`config.mk`:
```
export PLATFORM = sky130hd
export DESIGN_NAME = touch_gesture_classifier
export DESIGN_NICKNAME = d
export VERILOG_FILES = /design/src/sv/tgc_pkg.sv /design/src/sv/tgc_dist.sv /design/src/sv/tgc_core.sv /design/src/sv/tgc_cfg.sv /design/src/sv/touch_gesture_classifier.sv
export VERILOG_INCLUDE_DIRS = /design/src /design/src/sv
export SDC_FILE = /design/constraint.sdc
export NUM_CORES = 1
export LEC_CHECK = 0
export BUFFER_PORTS_ARGS = -buffer_cell sky130_fd_sc_hd__buf_2
export CAP_MARGIN = 30
export CORE_MARGIN = 2
export CORE_UTILIZATION = 40
export DETAILED_ROUTE_END_ITERATION = 7
export GPL_TIMING_DRIVEN = 1
export PLACE_DENSITY = 0.64
export SETUP_SLACK_MARGIN = 0.4
export SYNTH_ARGS = -nofsm -noshare
export SYNTH_HDL_FRONTEND = slang
export SYNTH_SLANG_ARGS = --single-unit
```
`constraint.sdc`:
```
create_clock -name clk -period 22.6 [get_ports clk]
set_input_delay 2.26 -clock clk [delete_from_list [all_inputs] [get_ports clk]]
set_output_delay 2.26 -clock clk [all_outputs]
set_load 0.02 [all_outputs]
```
`src/sv/touch_gesture_classifier_assert.svh`:
```
// ----------------------------------------------------------------------------
// touch_gesture_classifier assertion macros
// Concurrent assertion wrappers, compiled out when SYNTHESIS is defined.
// ----------------------------------------------------------------------------
`ifndef TOUCH_GESTURE_CLASSIFIER_ASSERT_SVH
`define TOUCH_GESTURE_CLASSIFIER_ASSERT_SVH

`ifndef SYNTHESIS

// checked at every edge, disabled while reset is high
`define TGC_ASSERT(lbl, clk, rst, prop, msg) \
  lbl: assert property (@(posedge clk) disable iff (rst) prop) else $error(msg);

// checked at every edge, reset included
`define TGC_ASSERT_ALWAYS(lbl, clk, prop, msg) \
  lbl: assert property (@(posedge clk) prop) else $error(msg);

`else

`define TGC_ASSERT(lbl, clk, rst, prop, msg)
`define TGC_ASSERT_ALWAYS(lbl, clk, prop, msg)

`endif

`endif

```
`src/sv/tgc_pkg.sv`:
```
// ----------------------------------------------------------------------------
// tgc_pkg
// Shared types and constants of the touch gesture classifier.
// ----------------------------------------------------------------------------
`default_nettype none

package tgc_pkg;

  localparam int COORD_BITS_DEF = 10;   // internal coordinate width
  localparam int POS_BITS       = 10;   // coordinate field width on the ports
  localparam int TIME_BITS      = 32;
  localparam int HOLD_BITS      = 16;
  localparam int RADIUS_BITS    = 10;
  localparam int TRAVEL_BITS    = 10;
  localparam int SLOP_SQ_BITS   = 2 * RADIUS_BITS;
  localparam int KIND_BITS      = 3;
  localparam int ADDR_BITS      = 4;
  localparam int DATA_BITS      = 32;

  // register map, index = paddr[3:2]
  localparam logic [1:0] REG_HOLD_TIME = 2'd0;
  localparam logic [1:0] REG_SLOP      = 2'd1;
  localparam logic [1:0] REG_SWIPE_MIN = 2'd2;

  localparam logic [HOLD_BITS-1:0]   HOLD_TIME_RST = 16'd600;
  localparam logic [RADIUS_BITS-1:0] SLOP_RST      = 10'd18;
  localparam logic [TRAVEL_BITS-1:0] SWIPE_MIN_RST = 10'd40;

  // gesture codes
  localparam logic [KIND_BITS-1:0] GK_NONE       = 3'd0;
  localparam logic [KIND_BITS-1:0] GK_TAP        = 3'd1;
  localparam logic [KIND_BITS-1:0] GK_HOLD_START = 3'd2;
  localparam logic [KIND_BITS-1:0] GK_HOLD_END   = 3'd3;
  localparam logic [KIND_BITS-1:0] GK_SWIPE_UP   = 3'd4;
  localparam logic [KIND_BITS-1:0] GK_SWIPE_DOWN = 3'd5;

  typedef struct packed {
    logic                 touch_down;
    logic [POS_BITS-1:0]  pos_x;
    logic [POS_BITS-1:0]  pos_y;
    logic [TIME_BITS-1:0] now_ms;
  } sample_t;

  typedef struct packed {
    logic [KIND_BITS-1:0] gesture_kind;
    logic [POS_BITS-1:0]  gesture_x;
    logic [POS_BITS-1:0]  gesture_y;
  } result_t;

  // settings as seen by the classifier; slop_sq is kept precomputed
  typedef struct packed {
    logic [HOLD_BITS-1:0]    hold_time_ms;
    logic [SLOP_SQ_BITS-1:0] slop_sq;
    logic [TRAVEL_BITS-1:0]  swipe_min_travel;
  } cfg_t;

endpackage

`default_nettype wire

```
`src/sv/tgc_dist.sv`:
```
// ----------------------------------------------------------------------------
// tgc_dist
// Squared distance of two points compared with the squared slop radius.
// ----------------------------------------------------------------------------
`default_nettype none

module tgc_dist #(
  parameter int COORD_BITS = tgc_pkg::COORD_BITS_DEF
) (
  input  wire logic [COORD_BITS-1:0]           ax,
  input  wire logic [COORD_BITS-1:0]           ay,
  input  wire logic [COORD_BITS-1:0]           bx,
  input  wire logic [COORD_BITS-1:0]           by,
  input  wire logic [tgc_pkg::SLOP_SQ_BITS-1:0] slop_sq,
  output logic                                 near
);
  import tgc_pkg::*;

  localparam int SQ_W  = 2 * COORD_BITS;
  localparam int SUM_W = SQ_W + 1;
  localparam int CMP_W = (SUM_W > SLOP_SQ_BITS) ? SUM_W : SLOP_SQ_BITS;

  logic [COORD_BITS-1:0] dx;
  logic [COORD_BITS-1:0] dy;
  logic [SQ_W-1:0]       sq_x;
  logic [SQ_W-1:0]       sq_y;
  logic [SUM_W-1:0]      sum;

  assign dx   = (ax >= bx) ? ax - bx : bx - ax;
  assign dy   = (ay >= by) ? ay - by : by - ay;
  assign sq_x = {{COORD_BITS{1'b0}}, dx} * {{COORD_BITS{1'b0}}, dx};
  assign sq_y = {{COORD_BITS{1'b0}}, dy} * {{COORD_BITS{1'b0}}, dy};
  assign sum  = {1'b0, sq_x} + {1'b0, sq_y};
  assign near = CMP_W'(sum) <= CMP_W'(slop_sq);

endmodule

`default_nettype wire

```
`src/sv/tgc_core.sv`:
```
// ----------------------------------------------------------------------------
// tgc_core
// Press tracking state and gesture decision for one sample per step.
// ----------------------------------------------------------------------------
`default_nettype none

`include "touch_gesture_classifier_assert.svh"

module tgc_core #(
  parameter int COORD_BITS = tgc_pkg::COORD_BITS_DEF
) (
  input  wire logic             clk,
  input  wire logic             rst,
  input  wire logic             step,
  input  wire tgc_pkg::sample_t sample,
  input  wire tgc_pkg::cfg_t    cfg,
  output tgc_pkg::result_t      result_next
);
  import tgc_pkg::*;

  localparam int CMP_W = (COORD_BITS > TRAVEL_BITS) ? COORD_BITS : TRAVEL_BITS;

  logic                  pressed;
  logic                  hold_reported;
  logic [TIME_BITS-1:0]  press_time;
  logic [COORD_BITS-1:0] press_x;
  logic [COORD_BITS-1:0] press_y;
  logic [COORD_BITS-1:0] last_x;
  logic [COORD_BITS-1:0] last_y;

  logic                  pressed_next;
  logic                  hold_reported_next;
  logic [TIME_BITS-1:0]  press_time_next;
  logic [COORD_BITS-1:0] press_x_next;
  logic [COORD_BITS-1:0] press_y_next;
  logic [COORD_BITS-1:0] last_x_next;
  logic [COORD_BITS-1:0] last_y_next;

  logic [COORD_BITS-1:0] x;
  logic [COORD_BITS-1:0] y;
  logic [COORD_BITS-1:0] ox;
  logic [COORD_BITS-1:0] oy;
  logic [COORD_BITS-1:0] adx;
  logic [COORD_BITS-1:0] ady;
  logic [TIME_BITS-1:0]  elapsed;
  logic                  hold_due;
  logic                  near;
  logic [KIND_BITS-1:0]  kind;

  assign x = COORD_BITS'(sample.pos_x);
  assign y = COORD_BITS'(sample.pos_y);

  // one distance unit: live point while down, last point on release
  assign ox = sample.touch_down ? x : last_x;
  assign oy = sample.touch_down ? y : last_y;

  tgc_dist #(.COORD_BITS(COORD_BITS)) u_dist (
    .ax      (ox),
    .ay      (oy),
    .bx      (press_x),
    .by      (press_y),
    .slop_sq (cfg.slop_sq),
    .near    (near)
  );

  assign elapsed  = sample.now_ms - press_time;   // wraps modulo 2^32
  assign hold_due = elapsed >= TIME_BITS'(cfg.hold_time_ms);
  assign adx      = (last_x >= press_x) ? last_x - press_x : press_x - last_x;
  assign ady      = (last_y >= press_y) ? last_y - press_y : press_y - last_y;

  always_comb begin
    pressed_next       = pressed;
    hold_reported_next = hold_reported;
    press_time_next    = press_time;
    press_x_next       = press_x;
    press_y_next       = press_y;
    last_x_next        = last_x;
    last_y_next        = last_y;
    kind               = GK_NONE;
    if (sample.touch_down && !pressed) begin
      pressed_next       = 1'b1;
      hold_reported_next = 1'b0;
      press_time_next    = sample.now_ms;
      press_x_next       = x;
      press_y_next       = y;
      last_x_next        = x;
      last_y_next        = y;
    end else if (sample.touch_down) begin
      last_x_next = x;
      last_y_next = y;
      if (!hold_reported && hold_due && near) begin
        hold_reported_next = 1'b1;
        kind               = GK_HOLD_START;
      end
    end else if (pressed) begin
      pressed_next       = 1'b0;
      hold_reported_next = 1'b0;
      if (hold_reported) begin
        kind = GK_HOLD_END;
      end else if (near) begin
        kind = GK_TAP;
      end else if (CMP_W'(ady) >= CMP_W'(cfg.swipe_min_travel) && ady > adx) begin
        kind = (last_y < press_y) ? GK_SWIPE_UP : GK_SWIPE_DOWN;
      end
    end
  end

  assign result_next.gesture_kind = kind;
  assign result_next.gesture_x    = (kind != GK_NONE) ? POS_BITS'(press_x) : '0;
  assign result_next.gesture_y    = (kind != GK_NONE) ? POS_BITS'(press_y) : '0;

  always_ff @(posedge clk) begin
    if (rst) begin
      pressed       <= 1'b0;
      hold_reported <= 1'b0;
    end else if (step) begin
      pressed       <= pressed_next;
      hold_reported <= hold_reported_next;
    end
  end

  // press point and time are only read once a press has set them
  always_ff @(posedge clk) begin
    if (step) begin
      press_time <= press_time_next;
      press_x    <= press_x_next;
      press_y    <= press_y_next;
      last_x     <= last_x_next;
      last_y     <= last_y_next;
    end
  end

  `TGC_ASSERT(a_hold_needs_press, clk, rst, hold_reported |-> pressed, "hold flag without press")
  `TGC_ASSERT(a_gesture_in_press, clk, rst, (step && kind != GK_NONE) |-> pressed, "gesture while released")
  `TGC_ASSERT(a_hold_start_sets, clk, rst, (step && kind == GK_HOLD_START) |=> hold_reported, "hold start not latched")

endmodule

`default_nettype wire

```
`src/sv/tgc_cfg.sv`:
```
// ----------------------------------------------------------------------------
// tgc_cfg
// APB register file: hold time, slop radius, minimum swipe travel.
// ----------------------------------------------------------------------------
`default_nettype none

module tgc_cfg (
  input  wire logic                          clk,
  input  wire logic                          rst,
  input  wire logic                          psel,
  input  wire logic                          penable,
  input  wire logic                          pwrite,
  input  wire logic [tgc_pkg::ADDR_BITS-1:0] paddr,
  input  wire logic [tgc_pkg::DATA_BITS-1:0] pwdata,
  output logic      [tgc_pkg::DATA_BITS-1:0] prdata,
  output logic                               pready,
  output tgc_pkg::cfg_t                      cfg
);
  import tgc_pkg::*;

  logic [HOLD_BITS-1:0]    hold_time_ms;
  logic [RADIUS_BITS-1:0]  slop_radius;
  logic [TRAVEL_BITS-1:0]  swipe_min_travel;
  logic [SLOP_SQ_BITS-1:0] slop_sq;
  logic [RADIUS_BITS-1:0]  slop_wr;
  logic                    wr;

  assign wr      = psel && penable && pwrite;
  assign pready  = 1'b1;
  assign slop_wr = pwdata[RADIUS_BITS-1:0];

  always_ff @(posedge clk) begin
    if (rst) begin
      hold_time_ms     <= HOLD_TIME_RST;
      slop_radius      <= SLOP_RST;
      slop_sq          <= SLOP_SQ_BITS'(SLOP_RST) * SLOP_SQ_BITS'(SLOP_RST);
      swipe_min_travel <= SWIPE_MIN_RST;
    end else if (wr) begin
      case (paddr[3:2])
        REG_HOLD_TIME: hold_time_ms <= pwdata[HOLD_BITS-1:0];
        REG_SLOP: begin
          slop_radius <= slop_wr;
          slop_sq     <= {{RADIUS_BITS{1'b0}}, slop_wr} * {{RADIUS_BITS{1'b0}}, slop_wr};
        end
        REG_SWIPE_MIN: swipe_min_travel <= pwdata[TRAVEL_BITS-1:0];
        default: ;
      endcase
    end
  end

  always_comb begin
    case (paddr[3:2])
      REG_HOLD_TIME: prdata = DATA_BITS'(hold_time_ms);
      REG_SLOP:      prdata = DATA_BITS'(slop_radius);
      REG_SWIPE_MIN: prdata = DATA_BITS'(swipe_min_travel);
      default:       prdata = '0;
    endcase
  end

  assign cfg.hold_time_ms     = hold_time_ms;
  assign cfg.slop_sq          = slop_sq;
  assign cfg.swipe_min_travel = swipe_min_travel;

endmodule

`default_nettype wire

```
`src/sv/touch_gesture_classifier.sv`:
```
// ----------------------------------------------------------------------------
// touch_gesture_classifier
// Turns touch samples into tap, hold start/end and vertical swipe gestures.
// ----------------------------------------------------------------------------
//
//   channel   dir  handshake                      word
//   --------  ---  -----------------------------  --------------------------
//   sample    in   sample_valid / sample_ready    touch_down, pos_x/y, now_ms
//   gesture   out  gesture_valid / gesture_ready  gesture_kind, gesture_x/y
//   apb       in   psel, penable, pwrite, pready  hold, slop, swipe minimum
//
// One word in, one word out, one word per cycle sustained while gesture_ready
// is high; a word passes the input register, then the result register after
// the classifier. Press state moves as a word enters the result register, and
// the next sample sees it. Synchronous active-high reset empties both
// registers, clears the press flags and restores 600 ms, 18 px and 40 px.
// A stalled gesture holds its word; one more sample fills the input register.
// ----------------------------------------------------------------------------
`default_nettype none

module touch_gesture_classifier #(
  parameter int COORD_BITS = tgc_pkg::COORD_BITS_DEF
) (
  input  wire logic                          clk,
  input  wire logic                          rst,
  // sample channel
  input  wire logic                          sample_valid,
  output logic                               sample_ready,
  input  wire tgc_pkg::sample_t              sample,
  // gesture channel
  output logic                               gesture_valid,
  input  wire logic                          gesture_ready,
  output tgc_pkg::result_t                   gesture,
  // configuration
  input  wire logic                          psel,
  input  wire logic                          penable,
  input  wire logic                          pwrite,
  input  wire logic [tgc_pkg::ADDR_BITS-1:0] paddr,
  input  wire logic [tgc_pkg::DATA_BITS-1:0] pwdata,
  output logic      [tgc_pkg::DATA_BITS-1:0] prdata,
  output logic                               pready
);
  import tgc_pkg::*;

  logic    stage_valid;   // input register holds a sample
  sample_t stage_word;
  logic    advance;       // result register can take a word this cycle
  logic    step;          // sample moves into the result register
  cfg_t    cfg;
  result_t result_next;

  // result register frees up when empty or when its word is being taken
  assign advance      = !gesture_valid || gesture_ready;
  assign step         = stage_valid && advance;
  assign sample_ready = !stage_valid || advance;

  tgc_cfg u_cfg (
    .clk     (clk),
    .rst     (rst),
    .psel    (psel),
    .penable (penable),
    .pwrite  (pwrite),
    .paddr   (paddr),
    .pwdata  (pwdata),
    .prdata  (prdata),
    .pready  (pready),
    .cfg     (cfg)
  );

  tgc_core #(.COORD_BITS(COORD_BITS)) u_core (
    .clk         (clk),
    .rst         (rst),
    .step        (step),
    .sample      (stage_word),
    .cfg         (cfg),
    .result_next (result_next)
  );

  // valid flags
  always_ff @(posedge clk) begin
    if (rst) begin
      stage_valid   <= 1'b0;
      gesture_valid <= 1'b0;
    end else begin
      if (sample_ready) begin
        stage_valid <= sample_valid;
      end
      if (advance) begin
        gesture_valid <= stage_valid;
      end
    end
  end

  // payload registers, no reset
  always_ff @(posedge clk) begin
    if (sample_valid && sample_ready) begin
      stage_word <= sample;
    end
    if (step) begin
      gesture <= result_next;
    end
  end

endmodule

`default_nettype wire

```
; ---- Word level (Yosys, flattened, before mapping)
; Cells that the tools add are included.
[word_totals]
regBits = 208
inputBits = 96
output_inout_bits = 58
wordCells = 92
[op_classes]
add_sub_neg = 10
multipliers = 3
magnitude_cmp = 9
n_eq_ne = 4
muxes = 23
n_reduce_logical = 23
[op_table]
columns = operator, count
row1 = $mux W10, 8
row2 = $sub A10 B10 Y10, 8
row3 = $mul A10 B10 Y20, 3
row4 = $ge A10 B10 Y1, 5
row5 = $pmux W16 S3, 1
row6 = $ge A32 B16 Y1, 1
row7 = $sub A32 B32 Y32, 1
row8 = $add A20 B20 Y21, 1
row9 = $le A21 B20 Y1, 1
row10 = $mux W3, 6
row11 = $gt A10 B10 Y1, 1
row12 = $lt A10 B10 Y1, 1
row13 = $reduce_and A2 Y1, 5
row14 = $logic_and A1 B1 Y1, 8
row15 = $mux W1, 7
row16 = $reduce_bool A3 Y1, 2
row17 = $logic_not A1 Y1, 4
row18 = $ne A3 B1 Y1 const B, 1
row19 = $reduce_and A3 Y1, 1
row20 = $eq A2 B1 Y1 const B, 1
row21 = $eq A2 B2 Y1 const B, 1
row22 = $logic_not A2 Y1, 1
row23 = $logic_or A1 B1 Y1, 2
row24 = $mux W2, 1
row25 = $ne A2 B1 Y1 const B, 1

; ---- Depth between registers and ports, before layout
; Gate-level depths: netlist of run 1.
[depth]
depth_word = 12
depth_mapped = 55
mapped_depth_nobuf = 52

; ---- Cells and area by module
; A second synthesis of run 1 with hierarchy kept.
[unflattened]
hier_cells = 2501
area_unflattened_um2 = 23203.5
[by_module_without_submodules]
columns = module, n_inst, cells_each, area_each_um2, seq_area_each_um2
row1 = tgc_dist, 1, 934, 8099.0, 0.0
row2 = tgc_core, 1, 854, 7564.8, 2202.1
row3 = tgc_cfg, 1, 627, 5153.7, 1081.0
row4 = touch_gesture_classifier, 1, 86, 2386.0, 2322.2

; ---- Worst setup path before layout of run 1
; OpenSTA, ideal clock, no wires.
[synth_timing]
kind = reg-to-reg
start = register stage_word[52] (netlist bit)
end = register gesture[22] (netlist bit), data pin
setup_ns = 0.158
arrival_time_ns = 11.136
required_time_ns = 22.442
path_slack_ns = 11.306
path_stages_with_launch = 48
path_buffers = 3
synth_period_minus_slack_ns = 11.294
cell_sequence = edfxtp_1 clkbuf_1 clkbuf_1 o21ai_0 inv_1 ha_1 inv_1 fa_1 a21oi_2 o21ai_2 a2111oi_4 or3_1 nand2_2 mux2_1 and3_1 nor3b_1 xor2_1 buf_2 [12 not listed] ha_1 o21a_1 nor2_1 a211oi_1 nand2b_1 a211o_1 a2111o_1 and2_1 o311ai_1 ha_1 nand4b_1 or4_1 nor2_1 nor3_1 a21boi_0 mux2_2 or4_1 nor3_1
[synth_rtl]
columns = element, line_no
row1 = from (decl), touch_gesture_classifier.sv:46  ; sample_t stage_word;
row2 = from (signal assigned), touch_gesture_classifier.sv:97  ; stage_word <= sample;
row3 = to (signal assigned), touch_gesture_classifier.sv:100  ; gesture <= result_next;
row4 = to (decl), touch_gesture_classifier.sv:33  ; output tgc_pkg::result_t gesture,

; ---- Worst setup path in the final report of run 1
[layout_timing]
start = register stage_word[52] (netlist bit)
end = register gesture[15] (netlist bit), data pin
[layout_between]
elab_chain_cells = 12
elab_cells_between_ends = 23
[layout_rtl]
columns = element, line_no
row1 = $mux W10, --
row2 = $sub A10 B10 Y10 (tied with other cells), tgc_dist.sv:29  ; assign dx = (ax >= bx) ? ax - bx : bx - ax;
row3 = $mux W10 (on tied branches), "tgc_dist.sv:29, tgc_dist.sv:30"
row4 = $mul A10 B10 Y20 (on tied branches), "tgc_dist.sv:31, tgc_dist.sv:32"
row5 = $add A20 B20 Y21, tgc_dist.sv:33  ; assign sum = {1'b0, sq_x} + {1'b0, sq_y};
row6 = $le A21 B20 Y1, tgc_dist.sv:34  ; assign near = CMP_W'(sum) <= CMP_W'(slop_sq);
row7 = $mux W3, tgc_core.sv:100  ; end else if (near) begin
row8 = $mux W3, tgc_core.sv:98  ; if (hold_reported) begin
row9 = $mux W3, tgc_core.sv:95  ; end else if (pressed) begin
row10 = $mux W3, tgc_core.sv:88  ; end else if (sample.touch_down) begin
row11 = $mux W3 *, tgc_core.sv:80  ; if (sample.touch_down && !pressed) begin
row12 = $reduce_bool A3 Y1 *, tgc_core.sv:109  ; assign result_next.gesture_x = (kind != GK_NONE) ? POS_BITS'(press_x) : '0;
; Mark *: on every way between the ends. The rest lies on a longest branch, timed or not.
; A chain may end at the register's enable or synchronous reset.

==> metrics.md, run 1 <==
| Metric | Value |
|---|---|
| Fin. Hold Viols | 0 |
| Layout Skew | 0.01733 ns |
| Layout Utilization | 44.09% |
| Crit end category | flip-flop |
| Hold slack | 0.4375 ns |
| # IOs | 154 |
| Die area | 0.05855 mm^2 |
| Post-CTS Setup Bufs | 0 |
| Drt pass-1 iters | 5 |
| Sequential area share after synthesis | 24.75% |
| Area of the mapped netlist | 0.02265 mm^2 |
| Dpl hpwl | 45,270 um |
| CTS Sinks | 206 |
| Vias in the first global route | 18,192 |
| Avg Inst Size Synth | 9.246 um^2 |
| Layout cells sized above 1 | 9.809% |
| Core Rows | 87 |
| Ys Warns | 0 |
| Largest net degree at the start of global routing | 65 |
| GRT Residual Overflow | 0 |
| DRT antenna net count | 0 |
| Root Driver | clkbuf_16 |
| Worst setup margin | 9.641 ns |
| Core area | 0.05617 mm^2 |
| Accumulated negative setup slack | 0 ns |
| Multi-input gate area | 0.01508 mm^2 |
| Slew @ Worst Pin | 1.013 ns |
| Slew headroom | 31.97% |
| Initial antenna violation count | 1 |
| Clock buffer count from CTS | 22 |
| Clock transition at path regs | 0.07 ns |
| First-pass GRT wire length | 91,090 um |
| Clk buf depth | 3 |
| Post-CTS Resized | 0 |
| DR WL met2 | 27,350 um |
| Via count | 17,044 |
| Final wirelength | 55,010 um |
| Drt wl/cell | 16.59 um |
| Dpl ws | 9.624 ns |
| Clock Latency Late Sink | 0.54 ns |
| 1st-iter DRT viols | 926 |
| Tot GR Track Use | 18.99% |
| Vias per std cell | 5.141 |
| Gate Count Post-Synth | 2,450 |
| Final Critical Period | 12.96 ns |
| Die height | 242.0 um |
| Slowest CP cell | xnor2_1 |
| Hold buffers post-CTS | 0 |
| DRC Markers | 0 |
| Kind of critical path | flip-flop to flip-flop |
| Critical Path Fanout Max | 64 |
| RSZ-0062 raised after global routing | false |
| Slew Viols, Final | 0 |
| Status | finished, final reports clean |
| Distinct cells, synth | 91 |
| Ant diodes | 0 |
| WP data required | 22.96 ns |
| EDFF count, synth | 148 |
| Startpoint types | flip-flop |
| Post-synth ARST share | 0% |
| Metal-1 WL | 23,510 um |
| Initial core utilization | 40.33% |
| WP data arrival | 13.32 ns |
| FF/Latch Area | 0.005605 mm^2 |
| Final net count | 3,123 |
| #FFs+latches synth | 206 |
| PortBufs | 118 |
| Top FF cell, synth | edfxtp_1 |
| Slowest Stage Delay on Critical Path | 0.81 ns |
| Fmax achieved | 0.07717 GHz |
| Final setup fails | 0 |
| P&R area growth vs syn | 9.324% |
| CTS tree | done |
| # fillers | 5,546 |
| Final period util | 57.34% |
| Met3 wire len | 1766 um |
| Worst min-delay path category | flip-flop to flip-flop |
| Most frequent cell on the critical path | fa_1 |
| Die X | 242.0 um |
| H-tree depth | 1 |
| GPL Wtd Cong | 0.8916 |
| Max-Cap Viols | 0 |
| Uppermost layer routed | met4 |
## state kept, by name, summed over array words and instances (netlist names)
| register | cells |
|---|---|
| u_cfg.slop_radius | 9 |
| u_core.press_x | 10 |
| u_cfg.hold_time_ms | 16 |
| u_cfg.swipe_min_travel | 10 |
| u_core.hold_reported | 1 |
| gesture_valid | 1 |
| u_cfg.slop_sq | 19 |
| stage_valid | 1 |
| u_core.pressed | 1 |
| gesture | 23 |
| u_core.last_y | 10 |
| u_core.last_x | 10 |
| u_core.press_time | 32 |
| stage_word | 53 |
| u_core.press_y | 10 |
## placed cells by master, fill, tap and decap left out, types with 16 or more instances in the layout
cell type / n
a21oi_1: 146
o21ai_0: 88
conb_1: 17
nor2b_1: 20
nand2_1: 215
clkbuf_16: 23
buf_2: 118
and3_1: 16
nor3_1: 48
o21a_1: 18
mux2i_1: 39
nand4_1: 18
ha_1: 299
nor2_1: 128
xnor2_1: 57
nand2b_1: 38
and2_1: 33
fa_1: 185
xor2_1: 31
nand3_1: 35
buf_4: 22
o211ai_1: 17
nor3_2: 21
inv_1: 412
edfxtp_1: 148
dfxtp_1: 58
a21o_1: 55
## stage by stage
stage | cells | cell area, um^2
floorplan | 2465 | 22710
CTS | 3315 | 24760
finish | 3315 | 24760
detailed placement | 3275 | 24030
global route | 3315 | 24760
global placement | 3273 | 23980
## metal layers
layer | up-vias | GRT usage [%]
met1 | 8212 | 23.06
met3 | 109 | 1.651
met4 | 0 | 8.079
met5 | - | 0
li1 | 8416 | -
met2 | 307 | 34.41
## critical path: cells and delay by family (launching register included)
kind | cells | cell delay (ns)
adders and majority gates | 11 | 4.67
AOI/OAI and AO/OA | 18 | 3.49
and+or+nand+nor | 7 | 1.43
buffers and inverters | 6 | 1.38
xor gates and xnor gates | 2 | 0.96
muxes | 2 | 0.47
DFF | 1 | 0.33
## final timing paths
check | slack (ns) | startpoint | cells after the start | end
setup / recovery | 9.64 | stage_word[52] | 46 | gesture[15]
hold / removal | 0.44 | stage_word[32] | 0 | u_core.press_y[0]
setup reg to reg | 9.64 | stage_word[52] | 46 | gesture[15]
hold reg to reg | 0.44 | stage_word[32] | 0 | u_core.press_y[0]
## kinds of logic after synthesis
kind of cell	count (synthesis)	synth area share [%]
adders and majority gates	484	32.87
DFF	206	24.75
AOI/OAI and AO/OA	465	13.33
and+or+nand+nor	634	13.89
other	2	0.03315
muxes	57	2.618
buffers and inverters	512	8.965
xor gates and xnor gates	90	3.546
## area by class of cell
class                   count  area share, %
clock inverters            11         0.5103
repair buffers            142          3.244
well taps                 756          3.820
inverters                 424          6.427
flip-flops and latches    206          22.64
clock buffers              29          2.456
multi-input cells        1747          60.91
## cells in the mapped netlist, drive strengths merged (6+ instances only)
library cell | number | area (um^2)
o21a | 18 | 135.1
a2111oi | 6 | 71.32
buf | 36 | 244.0
o211ai | 17 | 127.6
nand3 | 35 | 175.2
or3 | 9 | 56.30
nand4 | 18 | 112.6
o2111ai | 8 | 76.32
nor2 | 130 | 498.0
edfxtp | 148 | 4444
nand2 | 217 | 819.5
and4 | 6 | 52.55
and2 | 34 | 212.7
a211oi | 14 | 105.1
fa | 185 | 3704
and3 | 16 | 100.1
ha | 299 | 3741
nor2b | 20 | 125.1
clkbuf | 52 | 195.2
a21o | 55 | 412.9
nand2b | 38 | 237.7
mux2 | 18 | 202.7
dfxtp | 58 | 1161
a21oi | 148 | 748.2
or2 | 13 | 81.33
nor3b | 8 | 60.06
a31oi | 10 | 62.56
xor2 | 31 | 271.5
o21bai | 10 | 86.33
a21boi | 10 | 75.07
xnor2 | 59 | 531.8
o22ai | 6 | 37.54
a211o | 9 | 78.83
o21ai | 101 | 509.2
mux2i | 39 | 390.4
nor3 | 69 | 445.4
inv | 422 | 1584
Power of run 1 is not shown: default switching activity piles up to over one toggle a cycle in this logic, so the estimate is an artifact.
==> run 2: changes to the inputs <==
--- a/config.mk
+++ b/config.mk
@@ -12,7 +12,7 @@
 export CORE_UTILIZATION = 40
 export DETAILED_ROUTE_END_ITERATION = 7
 export GPL_TIMING_DRIVEN = 1
-export PLACE_DENSITY = 0.64
+export PLACE_DENSITY = 0.66
 export SETUP_SLACK_MARGIN = 0.4
 export SYNTH_ARGS = -nofsm -noshare
 export SYNTH_HDL_FRONTEND = slang
==> constraint.sdc (replaced) <==
create_clock -name clk -period 10.6 [get_ports clk]
set_input_delay 1.06 -clock clk [delete_from_list [all_inputs] [get_ports clk]]
set_output_delay 1.06 -clock clk [all_outputs]
set_load 0.02 [all_outputs]
==> run 2 against run 1 <==
The flow now finishes with violations (setup timing). Critical path depth grew 5. Clock skew shrank 0.0042 ns. Via count grew 6.5%. Non-clock buffer count grew 222. Flip-flop and latch count is the same. Sequential share of layout area shrank 1.8 points. Largest cell class unchanged.
==> metrics.md, run 2 (synthesis results as in run 1) <==
| Metric | Value |
|---|---|
| Status | complete, but fails checks |
| Violated checks | setup timing |
| First-pass GRT wire length | 96,110 um |
| Clk buf depth | 3 |
| P&R area growth vs syn | 18.80% |
| Drt pass-1 iters | 5 |
| Final net count | 3,346 |
| Worst setup margin | -0.5291 ns |
| Most frequent cells in the layout | inv_1, ha_1, buf_4 |
| Layout cells sized above 1 | 19.30% |
| # fillers | 5,323 |
| Final Critical Period | 11.13 ns |
| Worst min-delay path category | flip-flop to flip-flop |
| Startpoint types | flip-flop |
| Slew @ Worst Pin | 0.8407 ns |
| Hold slack | 0.4522 ns |
| RSZ-0062 raised after global routing | true |
| Final setup fails | 24 |
| Commonest non-fill, non-tap cell in the layout | inv_1 |
| Die area | 0.05855 mm^2 |
| Most frequent cell on the critical path | fa_1 |
| Final period util | 105.0% |
| DRC Markers | 0 |
| Initial antenna violation count | 1 |
| Die height | 242.0 um |
| Core area | 0.05617 mm^2 |
| Dpl hpwl | 48,220 um |
| Fmax achieved | 0.08985 GHz |
| Die X | 242.0 um |
| Slowest Stage Delay on Critical Path | 0.52 ns |
| 1st-iter DRT viols | 784 |
| Vias per std cell | 5.129 |
| Multi-input gate area | 0.01544 mm^2 |
| Biggest regs | stage_word (53), u_core.press_time (32), gesture (23) |
| Slew headroom | 43.84% |
| Final wirelength | 58,760 um |
| Critical Path Fanout Max | 9 |
| Root Driver | clkbuf_16 |
| Crit end category | flip-flop |
| Biggest register | stage_word |
| Via count | 18,145 |
| # IOs | 154 |
| GPL Wtd Cong | 0.8930 |
| Largest register FFs | 53 |
| WP data arrival | 11.49 ns |
| Initial core utilization | 40.33% |
| Core Rows | 87 |
| DRT antenna net count | 0 |
| Tot GR Track Use | 20.06% |
| Vias in the first global route | 19,142 |
| GRT Residual Overflow | 0 |
| Largest net degree at the start of global routing | 54 |
| WP data required | 10.96 ns |
| Clock buffer count from CTS | 23 |
| Fin. Hold Viols | 0 |
| H-tree depth | 1 |
| Kind of critical path | flip-flop to flip-flop |
| Slew Viols, Final | 0 |
| Cells after DPL | 3,480 |
| FF/Latch Area | 0.005605 mm^2 |
| CTS Sinks | 206 |
| CTS tree | done |
| Drt wl/cell | 16.61 um |
| Clock Latency Late Sink | 0.53 ns |
| PortBufs | 118 |
| Layout Skew | 0.01311 ns |
| Max-Cap Viols | 0 |
| Slowest CP cell | fa_1 |
| Clock transition at path regs | 0.07 ns |
| Non-Filler Instances | 3,538 |
| Ant diodes | 0 |
-- run 2: area by class of cell --
cell class / instances / share of cell area, %
clock inverters: 16 / 0.7532
flip-flops and latches: 206 / 20.83
inverters: 424 / 5.914
well taps: 756 / 3.515
clock buffers: 25 / 2.167
repair buffers: 364 / 9.438
multi-input cells: 1747 / 57.38
-- run 2: what timing repair did --
action / in CTS / in global routing
buffers inserted: 8 / 7
pin swaps: 13 / 11
gates resized for setup: 24 / 34
cloned: 2 / 0
hold buffers: 0 / 0
endpoints found under the setup margin: 24 / 24
-- run 2: path summary, 6_finish.rpt --
check / from / to / slack, ns / cells after the start
setup / recovery: stage_word[52] / gesture[22] / -0.53 / 51
hold / removal: u_cfg.slop_sq[17] / u_cfg.slop_sq[17] / 0.45 / 2
setup reg to reg: stage_word[52] / gesture[22] / -0.53 / 51
hold reg to reg: u_cfg.slop_sq[17] / u_cfg.slop_sq[17] / 0.45 / 2
-- run 2: critical path, delay by kind of cell (launching register included) --
family,cells,cell delay [ns]
AND/OR/NAND/NOR,12,2.03
flip-flops,1,0.37
AO/OA/AOI/OAI,15,2.15
adder cells (fa/ha/maj),11,4.67
multiplexers,2,0.64
buffers and inverters,9,0.80
XOR/XNOR,2,0.30
-- run 2: per-stage QoR --
stage	setup slack (ns)	cell area, um^2	util, %	TNS [ns]
2_1_floorplan	0.01142	22890	-	0
3_3_place_gp	-0.5909	25700	45.76	-12.69
3_5_place_dp	-0.7415	25730	45.81	-16.35
4_1_cts	-0.6034	26750	47.62	-13.22
5_1_grt	-1.068	26910	47.91	-24.51
6_report	-0.5291	26910	47.91	-11.75
-- run 2: metal layers --
layer	wire length, um	global-route usage (%)	vias to the layer above
met5	0	0	-
met3	2142	1.518	107
met4	2246	7.662	0
met1	24700	24.55	8821
met2	29680	36.67	371
li1	-	-	8846
Power of run 2 is left out for the same reason.
